[config.mk]
export PLATFORM = sky130hd
export DESIGN_NAME = rqvg_cell
export DESIGN_NICKNAME = d
export VERILOG_FILES = /design/src/hdl/rqvg_pkg.sv /design/src/hdl/rqvg_cell.sv
export SDC_FILE = /design/constraint.sdc
export NUM_CORES = 1
export LEC_CHECK = 0
export ABC_AREA = 1
export BUFFER_PORTS_ARGS = -buffer_cell sky130_fd_sc_hd__buf_2
export CAP_MARGIN = 20
export CORE_AREA = 5 5 300 302
export CTS_CLUSTER_DIAMETER = 120
export DETAILED_ROUTE_END_ITERATION = 12
export DIE_AREA = 0 0 305 307
export SLEW_MARGIN = 10
export SYNTH_ARGS = -nofsm -noshare
export SYNTH_HDL_FRONTEND = slang
export SYNTH_SLANG_ARGS = --single-unit
[constraint.sdc]
create_clock -name clk -period 1.5 [get_ports clk]
set_input_delay 0.3 -clock clk [delete_from_list [all_inputs] [get_ports clk]]
set_output_delay 0.3 -clock clk [all_outputs]
set_load 0.05 [all_outputs]
[src/hdl/rqvg_pkg.sv]
// ----------------------------------------------------------------------------
// rqvg_pkg
// Shared types, constants and the arctangent table of the sprite quad engine.
// ----------------------------------------------------------------------------
package rqvg_pkg;

	localparam int CORDIC_W = 34;
	localparam int DIV_W    = 9;
	localparam int QUO_BITS = 16;
	localparam int LANES    = 4;

	localparam logic signed [CORDIC_W-1:0] CORDIC_ONE_K = 34'sd652032874;
	localparam logic signed [CORDIC_W-1:0] QUARTER_TURN = 34'sd1073741824;
	localparam logic signed [CORDIC_W-1:0] HALF_TURN    = 34'sd2147483648;
	localparam logic [1:0] CORNER_LAST = 2'd3;
	localparam logic [15:0] TEX_MAX = 16'hFFFF;

	// lanes 0/1 are u start/end, lanes 2/3 are v start/end
	typedef struct packed {
		logic signed [CORDIC_W-1:0] x;
		logic signed [CORDIC_W-1:0] y;
		logic signed [CORDIC_W-1:0] z;
		logic                       flip;
		logic [LANES-1:0][DIV_W-1:0]    rem;
		logic [LANES-1:0][QUO_BITS-1:0] num;
		logic [LANES-1:0][QUO_BITS-1:0] quo;
		logic [LANES-1:0]               sat;
		logic [DIV_W-1:0]               du;
		logic [DIV_W-1:0]               dv;
	} cell_t;

	function automatic logic [31:0] atan_turn(input int idx);
		logic [31:0] r;
		case (idx)
			0: r = 32'h20000000;  1: r = 32'h12E4051D;  2: r = 32'h09FB385B;
			3: r = 32'h051111D4;  4: r = 32'h028B0D43;  5: r = 32'h0145D7E1;
			6: r = 32'h00A2F61E;  7: r = 32'h00517C55;  8: r = 32'h0028BE53;
			9: r = 32'h00145F2E; 10: r = 32'h000A2F98; 11: r = 32'h000517CC;
			12: r = 32'h00028BE6; 13: r = 32'h000145F3; 14: r = 32'h0000A2F9;
			15: r = 32'h0000517C; 16: r = 32'h000028BE; 17: r = 32'h0000145F;
			18: r = 32'h00000A2F; 19: r = 32'h00000517; 20: r = 32'h0000028B;
			21: r = 32'h00000145; 22: r = 32'h000000A2; 23: r = 32'h00000051;
			default: r = 32'h0;
		endcase
		return r;
	endfunction

endpackage

[src/hdl/rqvg_cell.sv]
// ----------------------------------------------------------------------------
// rqvg_cell
// One cell of the chain: a rotation step and/or a quotient bit for each lane.
// ----------------------------------------------------------------------------
module rqvg_cell import rqvg_pkg::*; #(
	parameter int STAGE        = 0,
	parameter int ANGLE_STAGES = 16,
	parameter int SIDE_W       = 96
) (
	input  logic              clk,
	input  logic              arst_n,
	input  logic              adv,
	input  logic              in_valid,
	input  cell_t             in_d,
	input  logic [SIDE_W-1:0] in_side,
	output logic              out_valid,
	output cell_t             out_d,
	output logic [SIDE_W-1:0] out_side
);

	cell_t nxt;
	logic signed [CORDIC_W-1:0] dx, dy, at;
	logic [DIV_W-1:0] dsr;
	logic [DIV_W:0]   trial;

	always_comb begin
		nxt   = in_d;
		dx    = in_d.y >>> STAGE;
		dy    = in_d.x >>> STAGE;
		at    = signed'({2'b00, atan_turn(STAGE)});
		dsr   = '0;
		trial = '0;
		if (STAGE < ANGLE_STAGES) begin
			if (!in_d.z[CORDIC_W-1]) begin
				nxt.x = in_d.x - dx;
				nxt.y = in_d.y + dy;
				nxt.z = in_d.z - at;
			end else begin
				nxt.x = in_d.x + dx;
				nxt.y = in_d.y - dy;
				nxt.z = in_d.z + at;
			end
		end
		if (STAGE < QUO_BITS) begin
			for (int l = 0; l < LANES; l++) begin
				dsr   = (l < 2) ? in_d.du : in_d.dv;
				trial = {in_d.rem[l], in_d.num[l][QUO_BITS-1]};
				if (trial >= {1'b0, dsr}) begin
					nxt.rem[l] = DIV_W'(trial - {1'b0, dsr});
					nxt.quo[l] = {in_d.quo[l][QUO_BITS-2:0], 1'b1};
				end else begin
					nxt.rem[l] = trial[DIV_W-1:0];
					nxt.quo[l] = {in_d.quo[l][QUO_BITS-2:0], 1'b0};
				end
				nxt.num[l] = {in_d.num[l][QUO_BITS-2:0], 1'b0};
			end
		end
	end

	always_ff @(posedge clk or negedge arst_n) begin
		if (!arst_n) begin
			out_valid <= 1'b0;
		end else if (adv) begin
			out_valid <= in_valid;
		end
	end

	always_ff @(posedge clk) begin
		if (adv) begin
			out_d    <= nxt;
			out_side <= in_side;
		end
	end

endmodule

==> impl_metrics.json <==
{
  "setup-tns-final_ns": -9.62,
  "gp_congestion": 0.965,
  "postPlaceCellArea_um2": 30500,
  "dieWidth_um": 305,
  "worstHoldStart": "in_d[201]",
  "die_h_um": 307,
  "slew_viol_final": 0,
  "initial_utilization_pct": 23.4,
  "timing.rr.start": "out_valid$_DFFE_PN0P_",
  "portBuffers": 766,
  "route.detailed.drc": 0,
  "final_hold_viol_count": 0,
  "grt_max_degree": 51,
  "fin_crit_sh_pct": 112,
  "ys.flop_type": "edfxtp_1",
  "critPathLaunchType": "register",
  "cts.sinks": 381,
  "status": "finished with violations",
  "layout.nets": 4203,
  "drt-initial-drc-count": 1704,
  "syn_area_um2": 20500,
  "synthTopCellsByArea": "edfxtp_1 (56%), ha_1 (8.4%), nand2_1 (8.3%)",
  "clockBufferDepth": 3,
  "finalClockSkew_ns": 0,
  "clkSlewWorstSetupHoldPaths_ns": 0.06,
  "num_io_pins": 775,
  "setup_viol": 191,
  "min_period_ns": 1.68,
  "cp_num_buf_inv": 1,
  "synthCells": 2082,
  "cts_inserted_buffers": 48,
  "grt_usage_pct": 24.9,
  "yosysSeqAreaShare_pct": 55.8,
  "antenna_found_initial": 44,
  "hpwl_mm": 99.8,
  "power_mw": 41.5,
  "die_area_um2": 93600,
  "clock_latency_ns": 0.62,
  "rsz0062_at_grt": "yes",
  "synthDistinctLibCells": 44,
  "leakagePower_nw": 18.3,
  "hold_path_class": "in2reg",
  "grt_pass1_vias": 21900,
  "first_pass_iters": 6,
  "fill_cells": 7725,
  "final_common_cell": "buf_6",
  "p_per_area_nw_per_um2": 1000,
  "synth_area_leader_cell": "edfxtp_1",
  "cts_root_buffer": "clkbuf_16",
  "synth.avg_cell_area_um2": 9.84,
  "cp_max_fo": 1,
  "slowest_stage": "edfxtp_1",
  "criticalPathCategory": "reg2out",
  "fin_hold_ws_ns": 0.0459,
  "arrival_ns": 1.38,
  "syn2layout_area_growth_pct": 102,
  "final-seq-area_um2": 11400,
  "async_reset_ff_share_pct": 0.262,
  "routed_via_density": 4.65,
  "vdd_drop_max_v": 0.00104,
  "gr-total-overflow": 0,
  "cts_tree": "built",
  "drv_cap": 0,
  "crit_chain": "buf_6",
  "ant_nets": 0,
  "layout_common_cells": "buf_6 (468), buf_4 (442), edfxtp_1 (380)",
  "fmax_mhz": 594,
  "synth_top_area_share_pct": 55.7,
  "row_count": 109,
  "multiInputGateArea_um2": 11500,
  "crit_start": "out_d[278]$_DFFE_PP_",
  "cp-end-kind": "primary output",
  "postLayoutCellArea_um2": 41400,
  "synth_edf_count": 380,
  "cp_slowest_stage_delay_ns": 0.53,
  "violations": "negative setup slack",
  "design.core.area_um2": 87400,
  "wl_per_cell_um": 25.7,
  "synth_warnings": 0,
  "num_vias": 22800,
  "synth-seq-cells": 381,
  "required_ns": 1.20,
  "setup_ws_ns": -0.184,
  "drt_wl_total_mm": 126,
  "htree_levels": 2,
  "critPathTopFamily": "flip-flops",
  "grt_pass1_wl_mm": 167,
  "drive_gt1_share_pct": 56.2
}
synthesized netlist by cell type, types with 9 or more instances:
library cell	n
nand3_1	169
edfxtp_1	380
xor2_1	34
buf_2	13
inv_1	257
a21oi_1	177
nand2_1	454
o21ai_0	91
xnor2_1	18
o21bai_1	13
a21o_1	17
ha_1	138
nor3_1	15
buf_4	29
nor2_1	180
nand4_1	9
power by group:
part           internal, mW  switching, mW  leakage, nW
Sequential             13.0          0.693         3.73
Clock                  6.19           5.06        0.713
Combinational          6.69           9.88         13.9
state kept, by name, summed over array words and instances (netlist names):
signal and cells:
out_valid 1, out_side 96, out_d 284
area by class of cell:
class | instances | share of cell area, %
diodes | 27 | 0.163
clock buffers | 56 | 3.03
clock inverters | 30 | 0.535
inverters | 260 | 2.89
multi-input cells | 1393 | 27.9
flip-flops and latches | 381 | 27.7
well taps | 1165 | 3.52
repair buffers | 1584 | 34.3
layer usage:
metal | part of all wire, % | global-route usage (%) | vias up
met4 | 4.5 | 8.14 | 12
met2 | 47 | 41.2 | 1160
met3 | 8.6 | 7.12 | 241
met5 | 0.052 | 0 | -
met1 | 40 | 31.6 | 11100
li1 | - | - | 10300
path summary, 6_finish.rpt:
| path | end | slack, ns | depth (start not counted) |
|---|---|---|---|
| max in group asynchronous | out_valid$_DFFE_PN0P_ | 0.89 | 3 |
| min in group asynchronous | out_valid$_DFFE_PN0P_ | 0.51 | 3 |
| worst max-delay path | out_d[278] | -0.18 | 1 |
| worst min-delay path | out_d[201]$_DFFE_PP_ | 0.05 | 1 |
| worst min register to register | out_valid$_DFFE_PN0P_ | 0.63 | 1 |
| worst max register to register | out_valid$_DFFE_PN0P_ | 0.68 | 1 |
cell families (layout without fill, tap and decap cells):
group	count (synthesis)	count (layout)	synth area share, %
simple gates	849	849	17.2
buf+inv	311	1930	6.38
xor+xnor	52	52	2.22
other cells	1	31	0.0183
flops	381	381	55.8
compound gates	339	339	9.02
fa+ha+maj	146	146	9.21
mux	3	3	0.159
what timing repair did:
| item | 4_1_cts | 5_1_grt |
|---|---|---|
| pin swaps | 100 | 285 |
| gates resized for setup | 1013 | 593 |
| endpoints found under the setup margin | 441 | 456 |
| hold endpoints to repair | 278 | 0 |
| cloned | 1 | 7 |
| buffers inserted | 35 | 79 |
| hold buffers | 279 | 0 |
through the flow:
stage | worst slack (ns) | std cells | util, %
after CTS | -0.246 | 4791 | 43.7
after global routing | -0.222 | 4881 | 47.3
after detailed placement | -0.975 | 4397 | 34.8
after global placement | -1.02 | 4397 | 34.8
final | -0.184 | 4896 | 47.3
after floorplan | -0.549 | 2085 | -
Note: power is estimated with default switching activity, not from simulation.
